### src/rtl/core/gwm_pkg.sv
`timescale 1ns / 1ps

package gwm_pkg;

  localparam int PATTERN_LEN = 32;
  localparam int LEN_W       = $clog2(PATTERN_LEN + 1);
  localparam int CHAR_W      = 8;
  localparam int CFG_W       = 64;
  localparam int CFG_IDX_W   = 3;
  localparam int CHARS_PER_REG = CFG_W / CHAR_W;

  localparam logic [CHAR_W-1:0] STAR_CHAR = 8'h2A;
  localparam logic [CHAR_W-1:0] ANY_CHAR  = 8'h3F;

  typedef enum logic [CFG_IDX_W-1:0] {
    CFG_PAT_0_7   = 3'd0,
    CFG_PAT_8_15  = 3'd1,
    CFG_PAT_16_23 = 3'd2,
    CFG_PAT_24_31 = 3'd3,
    CFG_PAT_LEN   = 3'd4,
    CFG_MATCH_ALL = 3'd5
  } cfg_idx_t;

  // per-beat selection of the source set
  typedef struct packed {
    logic first;
    logic empty;
  } sel_t;

  // signals handed from one cell to the next
  typedef struct packed {
    logic adv;    // previous position consumed the character
    logic clo;    // previous position is an active star
    logic start;  // start-set bit reaching this position
  } link_t;

endpackage

### src/rtl/core/gwm_cell.sv
`timescale 1ns / 1ps

module gwm_cell import gwm_pkg::*; (
  input  logic              clk,
  input  logic              rst_n,
  input  logic [CHAR_W-1:0] pat_char,
  input  logic              in_use,
  input  logic [CHAR_W-1:0] name_char,
  input  sel_t              sel,
  input  logic              load,
  input  link_t             link_in,
  output link_t             link_out,
  output logic              act_nxt
);

  logic act_r;
  logic start_r;
  logic is_star;
  logic hit;
  logic src;
  logic fin;

  assign is_star = (pat_char == STAR_CHAR);
  assign hit     = (pat_char == ANY_CHAR) || (pat_char == name_char);
  assign src     = sel.first ? start_r : act_r;

  // star keeps itself; closure carry ripples along runs of stars
  assign fin = link_in.adv | (src & is_star & in_use) | link_in.clo;

  assign link_out.adv   = src & in_use & ~is_star & hit;
  assign link_out.clo   = fin & is_star & in_use;
  assign link_out.start = link_in.start & is_star & in_use;

  assign act_nxt = sel.empty ? start_r : fin;

  always_ff @(posedge clk) begin
    if (!rst_n) begin
      act_r   <= 1'b0;
      start_r <= 1'b0;
    end else begin
      start_r <= link_in.start;
      if (load) begin
        act_r <= act_nxt;
      end
    end
  end

endmodule

### src/rtl/core/gwm_row.sv
`timescale 1ns / 1ps

module gwm_row import gwm_pkg::*; (
  input  logic                                clk,
  input  logic                                rst_n,
  input  logic [PATTERN_LEN-1:0][CHAR_W-1:0]  pat,
  input  logic [LEN_W-1:0]                    len,
  input  logic [CHAR_W-1:0]                   name_char,
  input  sel_t                                sel,
  input  logic                                load,
  output logic [PATTERN_LEN:0]                act_nxt
);

  link_t link [PATTERN_LEN+1];
  logic  end_start_r;

  assign link[0] = '{adv: 1'b0, clo: 1'b0, start: 1'b1};

  for (genvar k = 0; k < PATTERN_LEN; k++) begin : g_cell
    gwm_cell u_cell (
      .clk       (clk),
      .rst_n     (rst_n),
      .pat_char  (pat[k]),
      .in_use    (len > LEN_W'(k)),
      .name_char (name_char),
      .sel       (sel),
      .load      (load),
      .link_in   (link[k]),
      .link_out  (link[k+1]),
      .act_nxt   (act_nxt[k])
    );
  end

  // position after the last pattern character, never a source so not stored
  assign act_nxt[PATTERN_LEN] = sel.empty ? end_start_r
                                          : (link[PATTERN_LEN].adv | link[PATTERN_LEN].clo);

  always_ff @(posedge clk) begin
    if (!rst_n) begin
      end_start_r <= 1'b0;
    end else begin
      end_start_r <= link[PATTERN_LEN].start;
    end
  end

endmodule

### src/rtl/core/glob_wildcard_matcher.sv
`timescale 1ns / 1ps

// Glob matcher: a name arrives one character per input beat (in_tdata) and is
// matched against a pattern of up to 32 characters written through the cfg
// port, where '*' matches any run of characters and '?' any single character.
// in_tuser[0] marks the first character of a name, in_tuser[1] an empty name.
// Every input beat yields one output beat whose bit 0 tells whether the name
// so far matches the whole pattern (always 1 while match_all is set). The
// block takes one beat per cycle while the result stream is not stalled: a
// beat passes from the input register to the output register, and the row
// of 32 position cells updates the whole active set combinationally between
// the two, its star-closure carry rippling through all cells. Pattern writes
// do not apply to a beat accepted in the same cycle as the write, because
// the start set is registered inside the cells.

module glob_wildcard_matcher import gwm_pkg::*; (
  input  logic                 clk,
  input  logic                 rst_n,
  // input stream
  input  logic                 in_tvalid,
  output logic                 in_tready,
  input  logic [7:0]           in_tdata,   // [7:0] name_char
  input  logic [1:0]           in_tuser,   // [0] first_char, [1] empty_name
  // result stream
  output logic                 out_tvalid,
  input  logic                 out_tready,
  output logic [7:0]           out_tdata,  // [0] matched, [7:1] zero
  // configuration writes
  input  logic                 cfg_wr_en,
  input  logic [CFG_IDX_W-1:0] cfg_index,
  input  logic [CFG_W-1:0]     cfg_wdata
);

  // configuration registers
  logic [PATTERN_LEN-1:0][CHAR_W-1:0] pat_r;
  logic [LEN_W-1:0]                   pat_len_r;
  logic                               match_all_r;
  logic [LEN_W-1:0]                   len_eff;

  // input stage
  logic              s1_valid_r;
  logic [CHAR_W-1:0] s1_char_r;
  sel_t              s1_sel_r;
  logic              s1_fire;

  // output register
  logic              out_valid_r;
  logic              matched_r;
  logic              matched_nxt;

  logic [PATTERN_LEN:0] act_nxt;

  // lengths beyond the row are clamped
  assign len_eff = (pat_len_r > LEN_W'(PATTERN_LEN)) ? LEN_W'(PATTERN_LEN) : pat_len_r;

  always_ff @(posedge clk) begin
    if (!rst_n) begin
      pat_r       <= '0;
      pat_len_r   <= '0;
      match_all_r <= 1'b1;
    end else if (cfg_wr_en) begin
      unique case (cfg_idx_t'(cfg_index))
        CFG_PAT_0_7: begin
          for (int b = 0; b < CHARS_PER_REG; b++) begin
            pat_r[b] <= cfg_wdata[b*CHAR_W +: CHAR_W];
          end
        end
        CFG_PAT_8_15: begin
          for (int b = 0; b < CHARS_PER_REG; b++) begin
            pat_r[CHARS_PER_REG + b] <= cfg_wdata[b*CHAR_W +: CHAR_W];
          end
        end
        CFG_PAT_16_23: begin
          for (int b = 0; b < CHARS_PER_REG; b++) begin
            pat_r[2*CHARS_PER_REG + b] <= cfg_wdata[b*CHAR_W +: CHAR_W];
          end
        end
        CFG_PAT_24_31: begin
          for (int b = 0; b < CHARS_PER_REG; b++) begin
            pat_r[3*CHARS_PER_REG + b] <= cfg_wdata[b*CHAR_W +: CHAR_W];
          end
        end
        CFG_PAT_LEN:   pat_len_r   <= cfg_wdata[LEN_W-1:0];
        CFG_MATCH_ALL: match_all_r <= cfg_wdata[0];
        default: ;  // writes to unused indexes are dropped
      endcase
    end
  end

  // stage 1 advances when the output register is free or being drained
  assign s1_fire   = s1_valid_r && (!out_valid_r || out_tready);
  assign in_tready = !s1_valid_r || s1_fire;

  always_ff @(posedge clk) begin
    if (!rst_n) begin
      s1_valid_r <= 1'b0;
    end else if (in_tready) begin
      s1_valid_r <= in_tvalid;
    end
  end

  always_ff @(posedge clk) begin
    if (in_tvalid && in_tready) begin
      s1_char_r      <= in_tdata;
      s1_sel_r.first <= in_tuser[0];
      s1_sel_r.empty <= in_tuser[1];
    end
  end

  // row of position cells holding the active set
  gwm_row u_row (
    .clk       (clk),
    .rst_n     (rst_n),
    .pat       (pat_r),
    .len       (len_eff),
    .name_char (s1_char_r),
    .sel       (s1_sel_r),
    .load      (s1_fire),
    .act_nxt   (act_nxt)
  );

  // whole pattern consumed when the position at the pattern end is active
  assign matched_nxt = match_all_r | act_nxt[len_eff];

  always_ff @(posedge clk) begin
    if (!rst_n) begin
      out_valid_r <= 1'b0;
    end else if (s1_fire) begin
      out_valid_r <= 1'b1;
    end else if (out_tready) begin
      out_valid_r <= 1'b0;
    end
  end

  always_ff @(posedge clk) begin
    if (s1_fire) begin
      matched_r <= matched_nxt;
    end
  end

  assign out_tvalid = out_valid_r;
  assign out_tdata  = {7'b0, matched_r};

endmodule

### config.mk
export PLATFORM = sky130hd
export DESIGN_NAME = glob_wildcard_matcher
export DESIGN_NICKNAME = d
export VERILOG_FILES = /design/src/rtl/core/gwm_pkg.sv /design/src/rtl/core/gwm_cell.sv /design/src/rtl/core/gwm_row.sv /design/src/rtl/core/glob_wildcard_matcher.sv
export SDC_FILE = /design/constraint.sdc
export NUM_CORES = 1
export LEC_CHECK = 0
export BUFFER_PORTS_ARGS = -buffer_cell sky130_fd_sc_hd__buf_4
export CORE_ASPECT_RATIO = 1.25
export CORE_UTILIZATION = 55
export DETAILED_ROUTE_END_ITERATION = 8
export PLACE_DENSITY = 0.72
export SYNTH_ARGS = -nofsm -noshare
export SYNTH_HDL_FRONTEND = slang
export SYNTH_SLANG_ARGS = --single-unit
### constraint.sdc
create_clock -name clk -period 4 [get_ports clk]
set_input_delay 0.6 -clock clk [delete_from_list [all_inputs] [get_ports clk]]
set_output_delay 0.6 -clock clk [all_outputs]
set_load 0.02 [all_outputs]
==> Yosys cells after proc, flatten, opt, wreduce, memory -nomap -nowiden <==
Cells that the tools add are included.
{ "word_totals": {"register_bits": 341, "in_bits": 82} }
{ "op_classes": {"order_cmp": 34, "n_eq_ne": 101, "n_mux": 71, "n_bitwise": 383, "reduce_logical": 46} }
{ "op_table": {"columns": ["operator", "count"], "rows": [
  ["== test 8 x 6 -> 1 bit, second input constant", 64],
  ["AND 1 bit", 287],
  ["== test 8 bit", 32],
  ["> comparator 6 x 5 -> 1 bit, second input constant", 16],
  ["two-way mux 1 bit", 69],
  ["OR 1 bit", 64],
  ["> comparator 6 x 4 -> 1 bit, second input constant", 8],
  ["logical OR 1 bit", 34],
  ["inverter 1 bit", 32],
  ["> comparator 6 x 3 -> 1 bit, second input constant", 4],
  ["> comparator 6 x 1 -> 1 bit, second input constant", 2],
  ["> comparator 6 x 2 -> 1 bit, second input constant", 2],
  ["AND reduction 2 bit", 6],
  ["less-than comparator 6 x 7 -> 1 bit, second input constant", 1],
  ["binary-select mux 1 bit (select 6 bit)", 1],
  ["== test 3 x 2 -> 1 bit, second input constant", 2],
  ["== test 3 bit, second input constant", 2],
  ["> comparator 6 bit, second input constant", 1],
  ["two-way mux 6 bit", 1],
  ["== test 3 x 1 -> 1 bit, second input constant", 1],
  ["logical NOT 3 bit", 1],
  ["logical AND 1 bit", 2],
  ["logical NOT 1 bit", 2],
  ["nonzero test 2 bit", 1]
]} }

==> Longest topological paths before layout <==
{ "logic_depth": {"ltp_word": 105, "mapped_depth": 16, "mapped_depth_nobuf": 12} }

==> Modules after synthesis <==
A second synthesis with hierarchy kept.
{ "unflattened": {"hier_cells": 2325, "hier_area_um2": 19722.7} }
{ "modules_own_cells": {"columns": ["mod", "instances", "cells_each", "area_per_inst_um2", "seq_area_each_um2"], "rows": [
  ["glob_wildcard_matcher", 1, 1233, 10580.1, 5635.4],
  ["gwm_cell", 32, 32, 274.0, 40.0],
  ["gwm_row", 1, 68, 374.1, 20.0]
]} }

==> Worst setup path after synthesis <==
No wires, ideal clock.
{ "synth_path": {"path_kind": "flip-flop to flip-flop", "from": "register pat_len_r[4]", "to": "register matched_r, data pin", "arrival_ns": 3.341, "setup_slack_ns": 0.384, "stages_incl_launch_ff": 15, "path_cell_list": "dfxtp_1 buf_2 or2_1 buf_2 a21oi_2 nor2_1 o31a_1 or3_4 or4_4 a221oi_4 a2111oi_2 o41ai_2 o21ai_1 a211oi_1 o221ai_1"} }
{ "synth_between": {"elab_chain_len": 105} }
{ "synth_lines": {"columns": ["element", "line", "text"], "rows": [
  ["from (decl)", "glob_wildcard_matcher.sv:36", "logic [LEN_W-1:0] pat_len_r;"],
  ["from (signal assigned)", "glob_wildcard_matcher.sv:83", "CFG_PAT_LEN: pat_len_r <= cfg_wdata[LEN_W-1:0];"],
  ["> comparator 6 bit", "glob_wildcard_matcher.sv:54", "assign len_eff = (pat_len_r > LEN_W'(PATTERN_LEN)) ? LEN_W'(PATTERN_LEN) : pat_len_r;"],
  ["two-way mux 6 bit *", "glob_wildcard_matcher.sv:54", null],
  ["> comparator 6 x 1 -> 1 bit", "gwm_row.sv:24", ".in_use (len > LEN_W'(k)),"],
  ["AND 1 bit (3 in series)", "gwm_cell.sv:30", "assign link_out.adv = src & in_use & ~is_star & hit;"],
  ["OR 1 bit (2 in series)", "gwm_cell.sv:28", "assign fin = link_in.adv | (src & is_star & in_use) | link_in.clo;"],
  ["AND 1 bit (2 in series)", "gwm_cell.sv:31", "assign link_out.clo = fin & is_star & in_use;"],
  ["OR 1 bit", "gwm_cell.sv:28", null],
  ["AND 1 bit (2 in series)", "gwm_cell.sv:31", null],
  ["[84 not listed]", null, null],
  ["OR 1 bit", "gwm_cell.sv:28", null],
  ["AND 1 bit (2 in series)", "gwm_cell.sv:31", null],
  ["OR 1 bit", "gwm_row.sv:36", ": (link[PATTERN_LEN].adv | link[PATTERN_LEN].clo);"],
  ["two-way mux 1 bit", "gwm_row.sv:35", "assign act_nxt[PATTERN_LEN] = sel.empty ? end_start_r"],
  ["binary-select mux 1 bit (select 6 bit) *", "glob_wildcard_matcher.sv:123", "assign matched_nxt = match_all_r | act_nxt[len_eff];"],
  ["two-way mux 1 bit (implied by the code) *", "glob_wildcard_matcher.sv:123", null],
  ["OR 1 bit *", "glob_wildcard_matcher.sv:123", null],
  ["via matched_nxt", "glob_wildcard_matcher.sv:49", "logic matched_nxt;"],
  ["to (signal assigned)", "glob_wildcard_matcher.sv:137", "matched_r <= matched_nxt;"],
  ["to (decl)", "glob_wildcard_matcher.sv:48", "logic matched_r;"]
]} }
Mark *: on every way through the listed nets, which the timed path passes. The rest lies on a longest branch. The select of a mux whose other input is x is not followed.
A chain may end at the register's enable or synchronous reset.

==> Worst setup path in the final report <==
{ "layout_path": {"from": "register s1_char_r[2]", "to": "register matched_r, data pin"} }
{ "layout_between": {"elab_chain_len": 102} }
{ "layout_lines": {"columns": ["element", "line", "text"], "rows": [
  ["from (decl)", "glob_wildcard_matcher.sv:42", "logic [CHAR_W-1:0] s1_char_r;"],
  ["from (signal assigned)", "glob_wildcard_matcher.sv:104", "s1_char_r <= in_tdata;"],
  ["== test 8 bit", "gwm_cell.sv:24", "assign hit = (pat_char == ANY_CHAR) || (pat_char == name_char);"],
  ["logical OR 1 bit", "gwm_cell.sv:24", null],
  ["AND 1 bit", "gwm_cell.sv:30", null],
  ["OR 1 bit (2 in series)", "gwm_cell.sv:28", null],
  ["AND 1 bit (2 in series)", "gwm_cell.sv:31", null],
  ["OR 1 bit", "gwm_cell.sv:28", null],
  ["AND 1 bit (2 in series)", "gwm_cell.sv:31", null],
  ["OR 1 bit", "gwm_cell.sv:28", null],
  ["[83 not listed]", null, null],
  ["OR 1 bit", "gwm_cell.sv:28", null],
  ["AND 1 bit (2 in series)", "gwm_cell.sv:31", null],
  ["OR 1 bit", "gwm_row.sv:36", null],
  ["two-way mux 1 bit", "gwm_row.sv:35", null],
  ["binary-select mux 1 bit (select 6 bit) *", "glob_wildcard_matcher.sv:123", null],
  ["two-way mux 1 bit (implied by the code) *", "glob_wildcard_matcher.sv:123", null],
  ["OR 1 bit *", "glob_wildcard_matcher.sv:123", null],
  ["via matched_nxt", "glob_wildcard_matcher.sv:49", null]
]} }
Marked as above.

==> flow_summary.ini <==
[layout]
drive_above_1_share_pct = 18.3
postLayoutCellArea_um2 = 23300
area_growth_pct = 22.2
n_antenna_cell = 0
finalNonFillerCells = 3208
fin_nets = 2800

[setup_path]
worstRegToRegCells = 16
crit_cells = 16
slowest_stage = edfxtp_1
worst-setup-path-type = reg -> reg
critPathTopFamily = compound AO/OA/AOI/OAI gates
rr_endpoint = matched_r
worstPathCellList = buf_4, buf_4, xor2_1, nor4_1, a21boi_0, o21ai_0, buf_4, nor2_1, nor3b_1, nor2_1, o21ai_1, o41ai_2, buf_4, o21ai_1, a211oi_1, o221ai_1
r2r_slack_ns = 0.09
setup.worst_path.end_class = register
cp-start-kind = register
crit_end = matched_r
cp_common_cell = buf_4
r2r_start = s1_char_r[2]
cp.required_ns = 4.29
worstPathMaxFanout = 6
critPathMaxStageDelay_ns = 0.51
cp_num_buf_inv = 4
cp-startpoint = s1_char_r[2]
cp.arrival_ns = 4.20

[clock_tree]
clk_pin_slew_ns = 0.07
cts_tree = yes
cts_buffers = 37
cts-root-buf = clkbuf_16
clockBufferDepth = 3
insertion_delay_ns = 0.56
cts.sinks = 341
htree_num_levels = 2

[place]
dp_hpwl_um = 55700
dp_cells = 3132
placedInstanceArea_um2 = 21500
io_buffers = 84
gp_congestion = 1.08

[power_and_ir_drop]
p_total_w = 0.00824
switching_share_pct = 25.4
switching_power_w = 0.00209
p_int_w = 0.00615
ir_worst_vdd_uv = 390
pwr-share-comb_pct = 10.5
p_clk_share_pct = 46.1
leakage_nw = 8.48
seqPwrFrac_pct = 43.4
p_per_area_nw_per_um2 = 354

[yosys]
synth_top_cell_area_share_pct = 34.6
synth_edf_count = 11
ys_seq_area_share_pct = 36.4
synth_xor_area_share_pct = 11.8
synth_commonest_cells = nand2_1, a21oi_1, dfxtp_1
yosysMostFrequentCell = nand2_1
syn-cell-area_um2 = 19100
synth_warnings = 0
ys_ff_latch = 341
post_synth_and_or_nand_nor_area_fraction_pct = 27.5
ys_types = 95
muxShareOfSynthArea_pct = 2.42
yosys.area.top_type = dfxtp_1
synthAdderAreaFrac_pct = 0
avgSynthCellArea_um2 = 7.62
synth-compound-area-share_pct = 17.7
synth_ff_type = dfxtp_1
async_flop_share_pct = 0
synth_top_family_by_area = simple AND/OR/NAND/NOR gates
synth_cells = 2505
yosys-top-cells-area = dfxtp_1, nand2_1, a21oi_1

[floorplan]
core-area_um2 = 33900
io_pins = 92
num_rows = 75
die_x_um = 169
initial_core_util_pct = 56.3
dieArea_um2 = 35400
fp.dieH_um = 210

[global_route]
grt_pass1_vias = 19200
gr-total-overflow = 0
grt_max_degree = 118
antenna_found_initial = 2
grt_pass1_wl_um = 112000
gr-usage-all-layers_pct = 41.6

[drt]
wl_per_cell_um = 23.2
drt_iter0_drc = 2147
dr_total_vias = 20000
drt.antenna.violating_nets = 0
routed_wl_um = 74300
dr.pass1.iters = 6
drcViolationCount = 0
via_per_inst = 6.23

[run]
maxCapViolCount = 0

[sta]
hold_slack_ns = 0.218
slew_headroom_pct = 11.7
clock.fmax_mhz = 255
tns_ns = 0
hold_viol = 0
slew_violations = 0
setup_violations = 0
worst_pin_slew_ns = 1.31
clock_skew_ns = 0.0250
fin_crit_ns = 3.91
period_share_pct = 97.9

[run_status]
status = complete, no violations

[min_path]
hp-class = in -> reg
hp-start = in_tuser[1]
==> layer usage <==
metal | vias to the layer above | track usage (%) | part of all wire (%)
met3 | 266 | 8.64 | 9.3
met1 | 9550 | 51.2 | 38
met5 | - | 0 | 0.018
met4 | 2 | 23.2 | 6.2
li1 | 9128 | - | -
met2 | 1035 | 67.9 | 46
==> power groups by stage <==
stage / combinational, W / sequential, W / clock (W)
final: 0.000861 / 0.00358 / 0.00380
after global routing: 0.000915 / 0.00358 / 0.00393
after CTS: 0.000828 / 0.00357 / 0.00381
after detailed placement: 0.000823 / 0.00365 / 0
after global placement: 0.000813 / 0.00364 / 0
after floorplan: 0.000483 / 0.00362 / 0
==> metrics by stage <==
stage	worst slack, ns	utilization [%]
finish	0.0850	68.8
global route	-0.0801	68.8
CTS	0.00545	67.7
detailed placement	-0.108	63.6
global placement	-0.0968	63.6
floorplan	0.384	-
==> state kept, by name, indices dropped and copies added (netlist names) <==
name	flops
s1_valid_r	1
s1_sel_r	2
u_row.end_start_r	1
u_row.g_cell.u_cell.start_r	32
match_all_r	1
matched_r	1
u_row.g_cell.u_cell.act_r	32
pat_len_r	6
s1_char_r	8
pat_r	256
out_tvalid	1
==> cells by family (layout without fill, tap and decap cells) <==
| kind of cell | count (synthesis) | in the layout |
|---|---|---|
| xor+xnor | 256 | 256 |
| other cells | 1 | 7 |
| mux | 45 | 45 |
| simple gates | 1115 | 1115 |
| buf+inv | 189 | 424 |
| compound gates | 558 | 558 |
| flops | 341 | 341 |
==> worst reg2reg max path, delay by kind of cell (launching register included) <==
family	cells	cell delay (ns)
buffers and inverters	4	0.68
AOI/OAI and AO/OA	7	1.79
DFF	1	0.51
xor gates and xnor gates	1	0.13
and+or+nand+nor	4	0.53
==> layout by cell type (no fill, tap or decap), types with 10 or more instances in the layout <==
cell type	n
nand2_1	613
dfxtp_1	327
a21oi_1	324
buf_4	316
xnor2_1	128
xor2_1	127
nor2_1	125
nor4_1	49
nand4_1	47
nand3_1	46
nor3_1	45
o21ai_0	39
clkbuf_16	38
mux2i_1	30
nand2b_1	29
or3_1	24
inv_1	22
and3_1	19
a211oi_1	18
o211ai_1	17
a31oi_1	15
or2_2	13
nor2b_1	11
a21o_1	11
edfxtp_1	11
or4_1	10
==> layout make-up <==
class	instances	area [µm²]
tap	462	578
sequential	341	6940
inverter	25	101
multi-input combinational	1981	11700
clock buffer	54	1100
fill	2876	10600
timing repair buffer	332	2630
clock inverter	13	245
==> repair_timing <==
| item | 4_1_cts | 5_1_grt |
|---|---|---|
| gates resized for setup | 7 | 68 |
| hold buffers | 0 | 0 |
| setup endpoints to repair | 3 | 8 |
| pin swaps | 0 | 12 |
| buffers inserted | 0 | 9 |
==> worst min-delay path by stage <==
| stage | end | cells past startpoint |
|---|---|---|
| detailed placement | u_row.g_cell[27].u_cell.act_r | 2 |
| CTS | s1_sel_r[0] | 1 |
| global route | s1_sel_r[1] | 1 |
| global placement | u_row.g_cell[27].u_cell.act_r | 2 |
| floorplan | u_row.g_cell[10].u_cell.act_r | 2 |
| finish | s1_sel_r[0] | 1 |
(Power assumes the default switching activity.)
